$ cat src/rtl/rnp_pkg.sv
package rnp_pkg;

  localparam logic [7:0] SymI = 8'h49;
  localparam logic [7:0] SymV = 8'h56;
  localparam logic [7:0] SymX = 8'h58;
  localparam logic [7:0] SymL = 8'h4c;
  localparam logic [7:0] SymC = 8'h43;
  localparam logic [7:0] SymD = 8'h44;
  localparam logic [7:0] SymM = 8'h4d;
  localparam logic [7:0] SymNone = 8'h00;

  localparam int unsigned NumPos = 4;
  localparam logic [2:0] PosThousands = 3'd0;
  localparam logic [2:0] PosHundreds  = 3'd1;
  localparam logic [2:0] PosTens      = 3'd2;
  localparam logic [2:0] PosUnits     = 3'd3;
  localparam logic [2:0] PosDone      = 3'd4;

  localparam logic [11:0] MaxValue = 12'd3999;

  typedef enum logic [1:0] {
    ERR_NONE   = 2'd0,
    ERR_CHAR   = 2'd1,
    ERR_REPEAT = 2'd2,
    ERR_PAIR   = 2'd3
  } err_e;

  function automatic logic [7:0] one_sym(logic [2:0] pos);
    case (pos)
      PosThousands: return SymM;
      PosHundreds:  return SymC;
      PosTens:      return SymX;
      PosUnits:     return SymI;
      default:      return SymNone;
    endcase
  endfunction

  // thousands has no five or ten form
  function automatic logic [7:0] five_sym(logic [2:0] pos);
    case (pos)
      PosHundreds: return SymD;
      PosTens:     return SymL;
      PosUnits:    return SymV;
      default:     return SymNone;
    endcase
  endfunction

  function automatic logic [7:0] ten_sym(logic [2:0] pos);
    case (pos)
      PosHundreds: return SymM;
      PosTens:     return SymC;
      PosUnits:    return SymX;
      default:     return SymNone;
    endcase
  endfunction

  function automatic logic [11:0] unit_val(logic [2:0] pos);
    case (pos)
      PosThousands: return 12'd1000;
      PosHundreds:  return 12'd100;
      PosTens:      return 12'd10;
      PosUnits:     return 12'd1;
      default:      return 12'd0;
    endcase
  endfunction

endpackage

$ cat src/rtl/roman_numeral_parser.sv
// channel  | direction | handshake                 | payload
// ---------+-----------+---------------------------+--------------------------
// input    | in        | in_valid_i / in_stall_o   | symbol_i, last_symbol_i
// result   | out       | out_valid_o / out_stall_i | value_o, error_code_o
//
// one character per cycle unless a stalled result holds a last character;
// a request waits in the input register, then updates the digit state in a
// single step; a numeral's last character then writes the result register
// rst_ni clears the digit state and both valid flags; payload is not reset
// a stalled result holds only a last character in the input register;
// other characters keep flowing while the result waits
module roman_numeral_parser
  import rnp_pkg::*;
(
  input  logic        clk_i,
  input  logic        rst_ni,
  input  logic        in_valid_i,
  output logic        in_stall_o,
  input  logic [7:0]  symbol_i,
  input  logic        last_symbol_i,
  output logic        out_valid_o,
  input  logic        out_stall_i,
  output logic [11:0] value_o,
  output logic [1:0]  error_code_o
);

  typedef enum logic [1:0] {
    PH_NONE,
    PH_ONES,
    PH_FIVE
  } phase_e;

  typedef struct packed {
    logic        hit;
    err_e        err;
    logic [2:0]  pos;
    phase_e      ph;
    logic [1:0]  cnt;
    logic [11:0] add;
  } step_t;

  // input register
  logic       s1_valid_q, s1_valid_d;
  logic [7:0] s1_sym_q;
  logic       s1_last_q;

  // digit state
  logic [2:0]  pos_q, pos_d;
  phase_e      ph_q, ph_d;
  logic [1:0]  cnt_q, cnt_d;
  logic [11:0] run_q, run_d;
  err_e        err_q, err_d;

  // result register
  logic        out_valid_q, out_valid_d;
  logic [11:0] value_q;
  err_e        code_q;

  logic  s1_adv, s1_fire, in_acc;
  step_t lane [NumPos];
  step_t res;
  err_e  eff_err;
  logic [11:0] new_run;

  assign s1_adv     = !s1_last_q || !out_valid_q || !out_stall_i;
  assign in_stall_o = s1_valid_q && !s1_adv;
  assign in_acc     = in_valid_i && !in_stall_o;
  assign s1_fire    = s1_valid_q && s1_adv;

  // one lane per digit position; the lowest open position that takes the
  // character wins, later positions are tried as if freshly opened
  always_comb begin
    logic [2:0]  qp;
    logic        is_one, is_five, is_ten;
    logic [11:0] u;
    for (int q = 0; q < NumPos; q++) begin
      qp      = 3'(q);
      u       = unit_val(qp);
      is_one  = s1_sym_q == one_sym(qp);
      is_five = (qp != PosThousands) && (s1_sym_q == five_sym(qp));
      is_ten  = (qp != PosThousands) && (s1_sym_q == ten_sym(qp));
      lane[q] = '{hit: 1'b0, err: ERR_NONE, pos: qp, ph: PH_NONE, cnt: 2'd0,
                  add: 12'd0};
      if (pos_q == qp && ph_q == PH_ONES) begin
        if (is_one) begin
          lane[q].hit = 1'b1;
          lane[q].ph  = PH_ONES;
          if (cnt_q == 2'd3) begin
            lane[q].err = ERR_REPEAT;
          end else begin
            lane[q].cnt = cnt_q + 2'd1;
            lane[q].add = u;
          end
        end else if (is_five || is_ten) begin
          lane[q].hit = 1'b1;
          if (cnt_q != 2'd1) begin
            lane[q].err = ERR_PAIR;
          end else begin
            // subtractive pair closes this position
            lane[q].pos = qp + 3'd1;
            lane[q].add = is_five ? 12'(u * 12'd3) : 12'(u * 12'd8);
          end
        end
      end else if (pos_q == qp && ph_q == PH_FIVE) begin
        if (is_one) begin
          lane[q].hit = 1'b1;
          lane[q].ph  = PH_FIVE;
          if (cnt_q == 2'd3) begin
            lane[q].err = ERR_REPEAT;
          end else begin
            lane[q].cnt = cnt_q + 2'd1;
            lane[q].add = u;
          end
        end
      end else if (pos_q <= qp) begin
        if (is_one) begin
          lane[q].hit = 1'b1;
          lane[q].ph  = PH_ONES;
          lane[q].cnt = 2'd1;
          lane[q].add = u;
        end else if (is_five) begin
          lane[q].hit = 1'b1;
          lane[q].ph  = PH_FIVE;
          lane[q].add = 12'(u * 12'd5);
        end
      end
    end
  end

  always_comb begin
    res = '{hit: 1'b0, err: ERR_CHAR, pos: PosDone, ph: PH_NONE, cnt: 2'd0,
            add: 12'd0};
    for (int q = NumPos - 1; q >= 0; q--) begin
      if (lane[q].hit) begin
        res = lane[q];
      end
    end
  end

  assign eff_err = (err_q != ERR_NONE) ? err_q : res.err;
  assign new_run = run_q + res.add;

  always_comb begin
    s1_valid_d  = s1_valid_q;
    out_valid_d = out_valid_q;
    pos_d = pos_q;
    ph_d  = ph_q;
    cnt_d = cnt_q;
    run_d = run_q;
    err_d = err_q;
    if (s1_fire) begin
      s1_valid_d = 1'b0;
    end
    if (in_acc) begin
      s1_valid_d = 1'b1;
    end
    if (out_valid_q && !out_stall_i) begin
      out_valid_d = 1'b0;
    end
    if (s1_fire) begin
      if (s1_last_q) begin
        out_valid_d = 1'b1;
        pos_d = PosThousands;
        ph_d  = PH_NONE;
        cnt_d = 2'd0;
        run_d = 12'd0;
        err_d = ERR_NONE;
      end else if (eff_err != ERR_NONE) begin
        err_d = eff_err;
      end else begin
        pos_d = res.pos;
        ph_d  = res.ph;
        cnt_d = res.cnt;
        run_d = new_run;
      end
    end
  end

  always_ff @(posedge clk_i or negedge rst_ni) begin
    if (!rst_ni) begin
      s1_valid_q  <= 1'b0;
      out_valid_q <= 1'b0;
      pos_q <= PosThousands;
      ph_q  <= PH_NONE;
      cnt_q <= 2'd0;
      run_q <= 12'd0;
      err_q <= ERR_NONE;
    end else begin
      s1_valid_q  <= s1_valid_d;
      out_valid_q <= out_valid_d;
      pos_q <= pos_d;
      ph_q  <= ph_d;
      cnt_q <= cnt_d;
      run_q <= run_d;
      err_q <= err_d;
    end
  end

  always_ff @(posedge clk_i) begin
    if (in_acc) begin
      s1_sym_q  <= symbol_i;
      s1_last_q <= last_symbol_i;
    end
    if (s1_fire && s1_last_q) begin
      value_q <= (eff_err == ERR_NONE) ? new_run : 12'd0;
      code_q  <= eff_err;
    end
  end

  assign out_valid_o  = out_valid_q;
  assign value_o      = value_q;
  assign error_code_o = code_q;

endmodule

$ cat config.mk
export PLATFORM = sky130hd
export DESIGN_NAME = roman_numeral_parser
export DESIGN_NICKNAME = d
export VERILOG_FILES = /design/src/rtl/rnp_pkg.sv /design/src/rtl/roman_numeral_parser.sv
export SDC_FILE = /design/constraint.sdc
export NUM_CORES = 1
export LEC_CHECK = 0
export BUFFER_PORTS_ARGS = -buffer_cell sky130_fd_sc_hd__buf_2
export CORE_MARGIN = 1.5
export CORE_UTILIZATION = 35
export CTS_CLUSTER_DIAMETER = 50
export DETAILED_ROUTE_END_ITERATION = 8
export PLACE_DENSITY = 0.64
export SLEW_MARGIN = 20
export SYNTH_ARGS = -nofsm -noshare
export SYNTH_HDL_FRONTEND = slang
export SYNTH_SLANG_ARGS = --single-unit
$ cat constraint.sdc
create_clock -name clk_i -period 4.2 [get_ports clk_i]
set_input_delay 0.84 -clock clk_i [delete_from_list [all_inputs] [get_ports clk_i]]
set_output_delay 0.84 -clock clk_i [all_outputs]
set_load 0.02 [all_outputs]
==> flow_summary.toml, run 1 <==
[floorplanning]
pin_count = 29
die_y_um = 102
core-area_sq_um = 9330
rows = 35
dieArea_sq_um = 10300
start_util_pct = 36.4
die_w_um = 102

[detailed_routing]
remaining_drc_errors = 0
post_drt_wl_per_cell_um = 18.7
dr.first_iter.drc_count = 438
vias = 3291
wirelength_mm = 10.3
viasPerCell = 5.96
ant_nets = 0
drt-pass1-iter-count = 6

[critical_path]
cp_max_fo = 11
cp.buffers_inverters = 0
setup.worst_path.start_class = "flip-flop"
critPathArrivalTime_ns = 4.09
worst_r2r_endpoint = "run_q[10]"
cp_data_required_time_ns = 4.37
crit_family = "compound AO/OA/AOI/OAI gates"
rrSetupSlack_ns = 0.28
slowest_delay_ns = 0.55
reg2reg_from = "s1_sym_q[2]"
criticalPathCategory = "reg2reg"
path_common_cell = "a21oi_1"
cp_slowest_cell = "edfxtp_1"
path_cells = "nor4bb_2, nand2_1, o21ai_0, nand3_1, and3_1, ha_1, fa_1, a21o_1, a21oi_1, o211ai_1, a31o_2, a21oi_1, nor4_1, a2111oi_0"
r2r_cells = 14
critPathCaptureType = "flip-flop"

[job]
max_cap_viol_count = 0

[synth]
yosys.cell_types.count = 67
netlist.area_leader.share_pct = 20.3
synth_fp_nets = 415
synth-async-reset-ratio_pct = 50.0
avgSynthCellArea_sq_um = 8.74
yosys_most_used_dff = "edfxtp_1"
synthesis.area_sq_um = 3400
synth_edf_count = 23
yosys_warnings = 0
yosysSeqAreaShare_pct = 37.2
ys_seq_elements = 46
syn_inst = 389
synth_area_leader_cell = "edfxtp_1"
synth_area_leaders = "edfxtp_1 (20%), dfrtp_1 (17%), nand2_1 (5.6%)"

[timing]
worstMarginPinSlew_ns = 0.755
setup_viol_count_final = 0
period_needed_ns = 3.92
setup-tns-final_ns = 0
final_max_slew_viol_count = 0
hold_viol_final = 0
timing.final.crit_share_pct = 93.4
skew_ns = 0.0117
relSlewSlack_pct = 49.6
rsz0062_at_grt = "no"
fmax_ghz = 0.255
fin_ws_ns = 0.276

[global_route]
grt_usage_pct = 20.9
antenna_found_initial = 0
grt_first_pass_wirelength_mm = 16.7
grt_pass1_vias = 3113
grt-ovfl-total = 0
grt_max_degree = 24

[min_path]
hold_path.class = "in2async"

[clocking]
clock_sinks = 46
numCtsBuffers = 5
postCtsHoldBufs = 0
cts_tree = "built"
path_clk_slew_ns = 0.10
cts_buffer_depth = 2
insertion_delay_ns = 0.31
h-tree-depth = 2
cts-root-buf = "clkbuf_8"

[placement]
pre_cts_slack_ns = 0.135
io_buffers = 28
gp_congestion = 1.01
hpwl_mm = 7.51
placed_area_sq_um = 3760

[power_and_ir_drop]
p_per_area_nw_per_um2 = 266
leakagePower_nw = 1.58
ir_drop_mv = 0.162
totalPowerFinal_mw = 1.03

[layout]
synthToLayoutAreaGrowth_pct = 14.3
layout-drive-gt1-share_pct = 17.7
design_area_sq_um = 3890
num-fill-cells = 951
num-nets-final = 448
antenna_cells = 0

[status]
outcome = "completed"
[worst max-delay path by stage]
stage	start	to	slack [ns]	cells past startpoint
2_1_floorplan	s1_sym_q[2]	value_o[10]	0.58	15
3_3_place_gp	s1_sym_q[2]	value_o[11]	0.28	14
3_5_place_dp	s1_sym_q[2]	value_o[11]	0.14	14
4_1_cts	s1_sym_q[2]	value_o[11]	0.08	14
5_1_grt	s1_sym_q[2]	value_o[9]	0.02	14
6_report	s1_sym_q[2]	run_q[10]	0.28	14
[layout make-up]
class / instances / area [sq um] / share of cell area [%]
Clock buffer: 7 / 86.3 / 2.22
Clock inverter: 1 / 8.76 / 0.225
Inverter: 17 / 63.8 / 1.64
Multi-Input combinational cell: 303 / 2000 / 51.5
Sequential cell: 46 / 1270 / 32.6
Tap cell: 129 / 161 / 4.15
Timing Repair Buffer: 49 / 298 / 7.66
[cell families (layout without fill, tap and decap cells)]
group	Yosys count	after routing	synth area share [%]
AOI/OAI and AO/OA	106	106	21.8
and+or+nand+nor	157	157	23.5
muxes	15	15	4.53
xor gates and xnor gates	12	12	3.09
buffers and inverters	40	74	4.86
DFF	46	46	37.2
adders and majority gates	13	13	5.01
[stage by stage]
step           instances  util [%]  hold WS, ns
2_1_floorplan        389         -        0.490
3_3_place_gp         544      40.3        0.523
3_5_place_dp         544      40.3        0.534
4_1_cts              552      41.3        0.537
5_1_grt              552      41.7        0.562
6_report             552      41.7        0.517
[metal layers]
layer / track usage, % / routed length [um] / part of all wire, % / up-vias
li1: - / - / - / 1523
met1: 29.0 / 4540 / 44 / 1567
met2: 32.4 / 4530 / 44 / 169
met3: 4.14 / 906 / 8.8 / 32
met4: 7.59 / 321 / 3.1 / 0
met5: 0 / 0 / 0 / -
[Yosys cell counts (3+ instances only)]
cell and n:
ha_1 12, nor2_1 37, and3_1 3, a41oi_1 3, nand4_1 7, nor2b_1 3
clkbuf_1 16, buf_2 6, mux2_2 3, xor2_1 6, nand2_1 51, nor3b_1 6
o211ai_1 4, o2111ai_1 4, xnor2_1 6, o21ai_1 3, inv_1 17, nor3_1 8
o22ai_1 5, or2_2 4, a211oi_1 5, nand2b_1 4, o21ai_0 16, a31oi_1 6
mux2i_1 12, a21oi_1 19, o21bai_1 4, a221oi_1 5, edfxtp_1 23, nand3_1 12
dfrtp_1 23, nor4_1 5, a21o_1 7
[flip-flops by register name, indices dropped and copies added (netlist names)]
name          flops
out_valid_o       1
error_code_o      2
err_q             2
s1_sym_q          8
s1_valid_q        1
pos_q             3
cnt_q             2
s1_last_q         1
value_o          12
run_q            12
ph_q              2
[cells in the final DEF (no fill, tap or decap), drive strengths merged, types with 4 or more instances in the layout]
master | synthesis | routed
xor2 | 6 | 6
a211oi | 5 | 5
mux2i | 12 | 12
o21bai | 4 | 4
buf | 7 | 49
o21ai | 19 | 19
xnor2 | 6 | 6
a31oi | 6 | 6
o2111ai | 4 | 4
o22ai | 5 | 5
nor3 | 8 | 8
a221oi | 5 | 5
clkbuf | 16 | 7
edfxtp | 23 | 23
nand2 | 52 | 52
a21oi | 19 | 19
nor3b | 7 | 7
nor4 | 5 | 5
nand2b | 4 | 4
nand3 | 12 | 12
dfrtp | 23 | 23
nand4 | 7 | 7
a21o | 7 | 7
ha | 12 | 12
o211ai | 4 | 4
or2 | 5 | 5
nor2 | 37 | 37
inv | 17 | 18
[report_power, final]
part	switching (mW)	internal [mW]
logic	0.124	0.0651
clock network	0.173	0.137
registers	0.0334	0.500
total	0.330	0.702
[what timing repair did]
| item | CTS | global route |
|---|---|---|
| setup buffers | 0 | 0 |
| endpoints found under the setup margin | 0 | 6 |
| resized for setup | 0 | 6 |
No activity file was read; power rests on OpenSTA's default activity.
==> run 2, diff against run 1 <==
--- a/config.mk
+++ b/config.mk
@@ -11,6 +11,7 @@
 export CTS_CLUSTER_DIAMETER = 50
 export DETAILED_ROUTE_END_ITERATION = 8
 export PLACE_DENSITY = 0.64
+export SETUP_SLACK_MARGIN = 0.4
 export SLEW_MARGIN = 20
 export SYNTH_ARGS = -nofsm -noshare
 export SYNTH_HDL_FRONTEND = slang
==> run 2 against run 1 <==
Against the previous run: global-route usage grew 0.19 points; cell area grew 4.2%; worst hold slack gained 0.0015 ns; sequential share of layout area shrank 1.3 points; largest cell class unchanged; highest routed layer unchanged.
==> flow_summary.toml, run 2 (synthesis gave the netlist of run 1 again) <==
[status]
outcome = "completed"

[critical_path]
critPathArrivalTime_ns = 3.87
cp_data_required_time_ns = 4.39
setup.worst_path.start_class = "flip-flop"
cp_max_fo = 4
criticalPathCategory = "reg2reg"
critPathCaptureType = "flip-flop"

[floorplanning]
core-area_sq_um = 9330
start_util_pct = 36.4
die_y_um = 102
dieArea_sq_um = 10300
die_w_um = 102
rows = 35
pin_count = 29

[layout]
num-nets-final = 460
register_area_sq_um = 1270
antenna_cells = 0
synthToLayoutAreaGrowth_pct = 19.1
layout-drive-gt1-share_pct = 22.5
multi_input_area_sq_um = 2070
final_common_cell = "nand2_1"
num-fill-cells = 939
final_cell_mix = "nand2_1 (50), nor2_1 (37), buf_4 (31)"

[power_and_ir_drop]
p_per_area_nw_per_um2 = 259
ir_drop_mv = 0.162
leakagePower_nw = 1.65

[timing]
period_needed_ns = 3.68
skew_ns = 0.0113
setup_viol_count_final = 0
final_max_slew_viol_count = 0
timing.final.crit_share_pct = 87.7
whs_ns = 0.519
relSlewSlack_pct = 49.4
rsz0062_at_grt = "yes"
worstMarginPinSlew_ns = 0.758
fmax_ghz = 0.272
hold_viol_final = 0
setup-tns-final_ns = 0

[job]
max_cap_viol_count = 0

[detailed_routing]
vias = 3370
wirelength_mm = 10.6
dr.first_iter.drc_count = 508
post_drt_wl_per_cell_um = 18.8
ant_nets = 0
remaining_drc_errors = 0
drt-pass1-iter-count = 6
viasPerCell = 5.98

[placement]
io_buffers = 28
hpwl_mm = 7.51
gp_congestion = 1.01

[global_route]
grt_usage_pct = 21.1
grt-ovfl-total = 0
antenna_found_initial = 0
grt_first_pass_wirelength_mm = 16.8
grt_max_degree = 24
grt_pass1_vias = 3100

[clocking]
h-tree-depth = 2
cts_tree = "built"
postCtsHoldBufs = 0
cts_buffer_depth = 2
clock_sinks = 46
insertion_delay_ns = 0.31
cts-root-buf = "clkbuf_8"
numCtsBuffers = 5
path_clk_slew_ns = 0.10

[min_path]
hold_path.class = "in2async"
-- run 2: cell types whose count changed in the layout (fill, tap and decap cells not counted), moves of 2 or more --
| cell | before | now |
|---|---|---|
| a21oi_1 | 19 | 17 |
| a21oi_2 | 0 | 2 |
| a221oi_1 | 5 | 3 |
| a221oi_2 | 0 | 2 |
| buf_4 | 21 | 31 |
| o21ai_0 | 16 | 13 |
| o21ai_1 | 3 | 6 |
-- run 2: cell type report --
class | instances | share of cell area [%]
clock buffers | 7 | 2.13
well taps | 129 | 3.99
inverters | 17 | 1.58
multi-input cells | 303 | 51.2
repair buffers | 61 | 9.58
flip-flops and latches | 46 | 31.3
clock inverters | 1 | 0.216
-- run 2: where the power goes --
part           leakage (nW)  switching (mW)  internal (mW)
Clock                0.0489           0.171          0.137
Combinational          1.06           0.134         0.0765
Sequential            0.532          0.0300          0.500
Total                  1.65           0.334          0.714
-- run 2: what timing repair did --
action / 4_1_cts / 5_1_grt
buffers inserted: 2 / 10
pin swaps: 1 / 7
resized for setup: 10 / 17
setup endpoints to repair: 6 / 9
-- run 2: metal layers --
layer	GRT usage [%]	vias to the layer above	share of wire (%)
li1	-	1549	-
met4	7.16	0	2.7
met3	4.14	44	8.0
met1	29.6	1598	43
met5	0	-	0
met2	32.5	179	46
-- run 2: stage by stage --
| step | worst slack (ns) | power, mW | util, % | instance area, sq um | instances |
|---|---|---|---|---|---|
| 2_1_floorplan | 0.583 | 0.655 | - | 3400 | 389 |
| 3_3_place_gp | 0.277 | 0.730 | 40.3 | 3760 | 544 |
| 3_5_place_dp | 0.135 | 0.724 | 40.3 | 3760 | 544 |
| 4_1_cts | 0.407 | 1.04 | 42.0 | 3920 | 554 |
| 5_1_grt | 0.347 | 1.09 | 43.4 | 4050 | 564 |
| 6_report | 0.519 | 1.05 | 43.4 | 4050 | 564 |
-- run 2: final timing paths --
check | startpoint | to | slack [ns] | depth (start not counted)
min in group clk_i | run_q[4] | run_q[4] | 0.55 | 2
worst max-delay path | s1_sym_q[1] | run_q[10] | 0.52 | 14
worst min-delay path | rst_ni | ph_q[0] | 0.52 | 1
max in group asynchronous | rst_ni | pos_q[1] | 3.27 | 1
worst min register to register | run_q[4] | run_q[4] | 0.55 | 2
worst max register to register | s1_sym_q[1] | run_q[10] | 0.52 | 14
-- run 2: critical path: stages, from the launching register on --
cell       delay (ns)
edfxtp_1         0.43
buf_4            0.19
nor4bb_4         0.35
nand2_1          0.15
a221oi_2         0.34
and3_4           0.26
ha_1             0.23
fa_2             0.25
a21o_1           0.12
a21oi_1          0.07
o211ai_1         0.26
a31o_2           0.21
a21oi_2          0.07
o41a_1           0.31
a2111oi_1        0.34
==> run 3, diff against run 2 <==
--- a/config.mk
+++ b/config.mk
@@ -5,12 +5,14 @@
 export SDC_FILE = /design/constraint.sdc
 export NUM_CORES = 1
 export LEC_CHECK = 0
+export ABC_AREA = 1
 export BUFFER_PORTS_ARGS = -buffer_cell sky130_fd_sc_hd__buf_2
 export CORE_MARGIN = 1.5
 export CORE_UTILIZATION = 35
 export CTS_CLUSTER_DIAMETER = 50
 export DETAILED_ROUTE_END_ITERATION = 8
-export PLACE_DENSITY = 0.64
+export MAX_ROUTING_LAYER = met4
+export PLACE_DENSITY = 0.63
 export SETUP_SLACK_MARGIN = 0.4
 export SLEW_MARGIN = 20
 export SYNTH_ARGS = -nofsm -noshare
==> run 3 against run 2 <==
Against the previous run: worst hold slack got worse by 0.026 ns; core utilization fell by 2.9 points; first-iteration DRC count fell by 51%; sequential cell count did not move; clock skew fell by 0.0062 ns; global-route usage fell by 0.94 points; via count rose by 2.4%; area after synthesis rose by 7.4%; combinational power fell by 44%; critical path depth rose by 4; wire length fell by 1.3%; maximum frequency rose by 4.1%; largest power group unchanged.
==> flow_summary.toml, run 3 <==
[clocking]
numCtsBuffers = 5
clock_sinks = 46
insertion_delay_ns = 0.31
cts_buffer_depth = 2
h-tree-depth = 2
cts_tree = "built"
path_clk_slew_ns = 0.11
postCtsHoldBufs = 0
cts-root-buf = "clkbuf_8"

[critical_path]
crit_family = "simple AND/OR/NAND/NOR gates"
path_cells = "a21oi_1, nand3_1, nand3_2, nand3_2, a211oi_2, nor3_1, nand3b_1, inv_1, ha_2, a21oi_2, o21ai_0, a21oi_1, nor2_1, nor2_1, xor2_1, nor2_1, nand3_1, nand2_1"
critPathArrivalTime_ns = 3.75
setup.worst_path.start_class = "flip-flop"
cp_data_required_time_ns = 4.41
cp_max_fo = 6
criticalPathCategory = "reg2reg"
critPathCaptureType = "flip-flop"
slowest_delay_ns = 0.47
cp.buffers_inverters = 1
cp_slowest_cell = "dfrtp_1"
path_common_cell = "nor2_1"

[detailed_routing]
wirelength_mm = 10.4
vias = 3451
post_drt_wl_per_cell_um = 15.4
remaining_drc_errors = 0
drt-pass1-iter-count = 5
viasPerCell = 5.09
dr.first_iter.drc_count = 249
ant_nets = 0

[global_route]
grt-ovfl-total = 0
antenna_found_initial = 0
grt_usage_pct = 20.2
grt_first_pass_wirelength_mm = 17.1
grt_max_degree = 24
grt_pass1_vias = 3304

[timing]
fin_ws_ns = 0.663
fmax_ghz = 0.283
final_max_slew_viol_count = 0
worstMarginPinSlew_ns = 0.901
rsz0062_at_grt = "yes"
hold_viol_final = 0
relSlewSlack_pct = 39.7
setup-tns-final_ns = 0
skew_ns = 0.00513
period_needed_ns = 3.54
timing.final.crit_share_pct = 84.2
setup_viol_count_final = 0

[placement]
hpwl_mm = 8.02
dp.cells = 665
gp_congestion = 0.955
pre_cts_slack_ns = 0.349
io_buffers = 28

[synth]
yosysMostFrequentCell = "nand2_1"
synthesis.area_sq_um = 3650
yosys_warnings = 0
yosys_most_used_dff = "edfxtp_1"
avgSynthCellArea_sq_um = 7.23
synth-async-reset-ratio_pct = 50.0
synth_area_leaders = "edfxtp_1 (19%), dfrtp_1 (16%), nand2_1 (14%)"
synth_area_leader_cell = "edfxtp_1"
syn_inst = 505
synthTopCellsByCount = "nand2_1 (136), nand3_1 (65), nor2_1 (53)"
ys_seq_elements = 46
synth_fp_nets = 531
netlist.area_leader.share_pct = 18.9
synth_edf_count = 23
yosysSeqAreaShare_pct = 34.7
yosys.cell_types.count = 46

[power_and_ir_drop]
ir_drop_mv = 0.111
comb_power_share_pct = 12.1
p_per_area_nw_per_um2 = 234
leakagePower_nw = 2.05
totalPowerFinal_uw = 969
clockPowerShare_pct = 35.6
p_sw_share_pct = 29.6
p_int_uw = 683
p_switching_uw = 287
pwr-share-seq_pct = 52.2

[floorplanning]
die_y_um = 105
dieArea_sq_um = 11000
die_w_um = 105
start_util_pct = 35.7
pin_count = 29
core-area_sq_um = 10200
rows = 37

[layout]
final_cell_mix = "nand2_1 (132), nand3_1 (63), nor2_1 (52)"
num-nets-final = 567
final_core_util_pct = 40.5
antenna_cells = 0
num-fill-cells = 1077
synthToLayoutAreaGrowth_pct = 13.6
final_common_cell = "nand2_1"
final_cells = 678
layout-drive-gt1-share_pct = 21.8

[job]
max_cap_viol_count = 0

[status]
outcome = "completed"

[min_path]
hold_path.class = "reg2reg"
run 3: logic make-up after synthesis:
group | Yosys count | synth area share (%)
and+or+nand+nor | 326 | 42.7
DFF | 46 | 34.7
muxes | 1 | 0.274
adders and majority gates | 13 | 4.66
xor gates and xnor gates | 10 | 2.40
AOI/OAI and AO/OA | 41 | 7.27
buffers and inverters | 68 | 7.95
run 3: what timing repair did:
action / 4_1_cts / 5_1_grt
gates resized for setup: 1 / 19
setup endpoints to repair: 2 / 14
pin swaps: 0 / 2
buffers inserted: 0 / 5
cloned: 0 / 0
run 3: layer usage:
metal  vias to the layer above  wire [um]  GRT usage, %
met5                         -          0             -
met3                        16        439          2.12
met2                       110       4830          32.4
met4                         0        186          4.79
met1                      1581       4990          27.3
li1                       1744          -             -
run 3: final timing paths:
path | startpoint | end | slack (ns) | cells past startpoint
setup / recovery | pos_q[0] | run_q[8] | 0.66 | 18
hold / removal | run_q[6] | run_q[6] | 0.49 | 2
setup reg to reg | pos_q[0] | run_q[8] | 0.66 | 18
hold reg to reg | run_q[6] | run_q[6] | 0.49 | 2
max in group asynchronous | rst_ni | pos_q[2] | 3.30 | 1
min in group asynchronous | rst_ni | out_valid_o | 0.51 | 1
run 3: stage by stage:
stage	hold WS [ns]	instance area, sq um
2_1_floorplan	0.448	3650
3_3_place_gp	0.461	3930
3_5_place_dp	0.466	3930
4_1_cts	0.494	4040
5_1_grt	0.526	4150
6_report	0.493	4150
run 3: area by class of cell:
cell class,count,area [sq um],share of cell area [%]
inverters,59,223,5.37
clock buffers,6,93.8,2.26
well taps,136,170,4.11
clock inverters,2,18.8,0.453
flip-flops and latches,46,1270,30.5
multi-input cells,391,2160,52.1
repair buffers,38,215,5.19
run 3: worst min-delay path: stages (launching register included):
cell     delay (ns)
dfrtp_1        0.37
nand2_1        0.05
nand2_1        0.05
run 3: power by group through the flow:
| stage | Clock (mW) | Sequential, mW | Combinational (mW) |
|---|---|---|---|
| 6_report | 0.345 | 0.506 | 0.118 |
| 5_1_grt | 0.373 | 0.509 | 0.130 |
| 4_1_cts | 0.356 | 0.506 | 0.108 |
| 3_5_place_dp | 0 | 0.515 | 0.108 |
| 3_3_place_gp | 0 | 0.514 | 0.107 |
| 2_1_floorplan | 0 | 0.518 | 0.0695 |
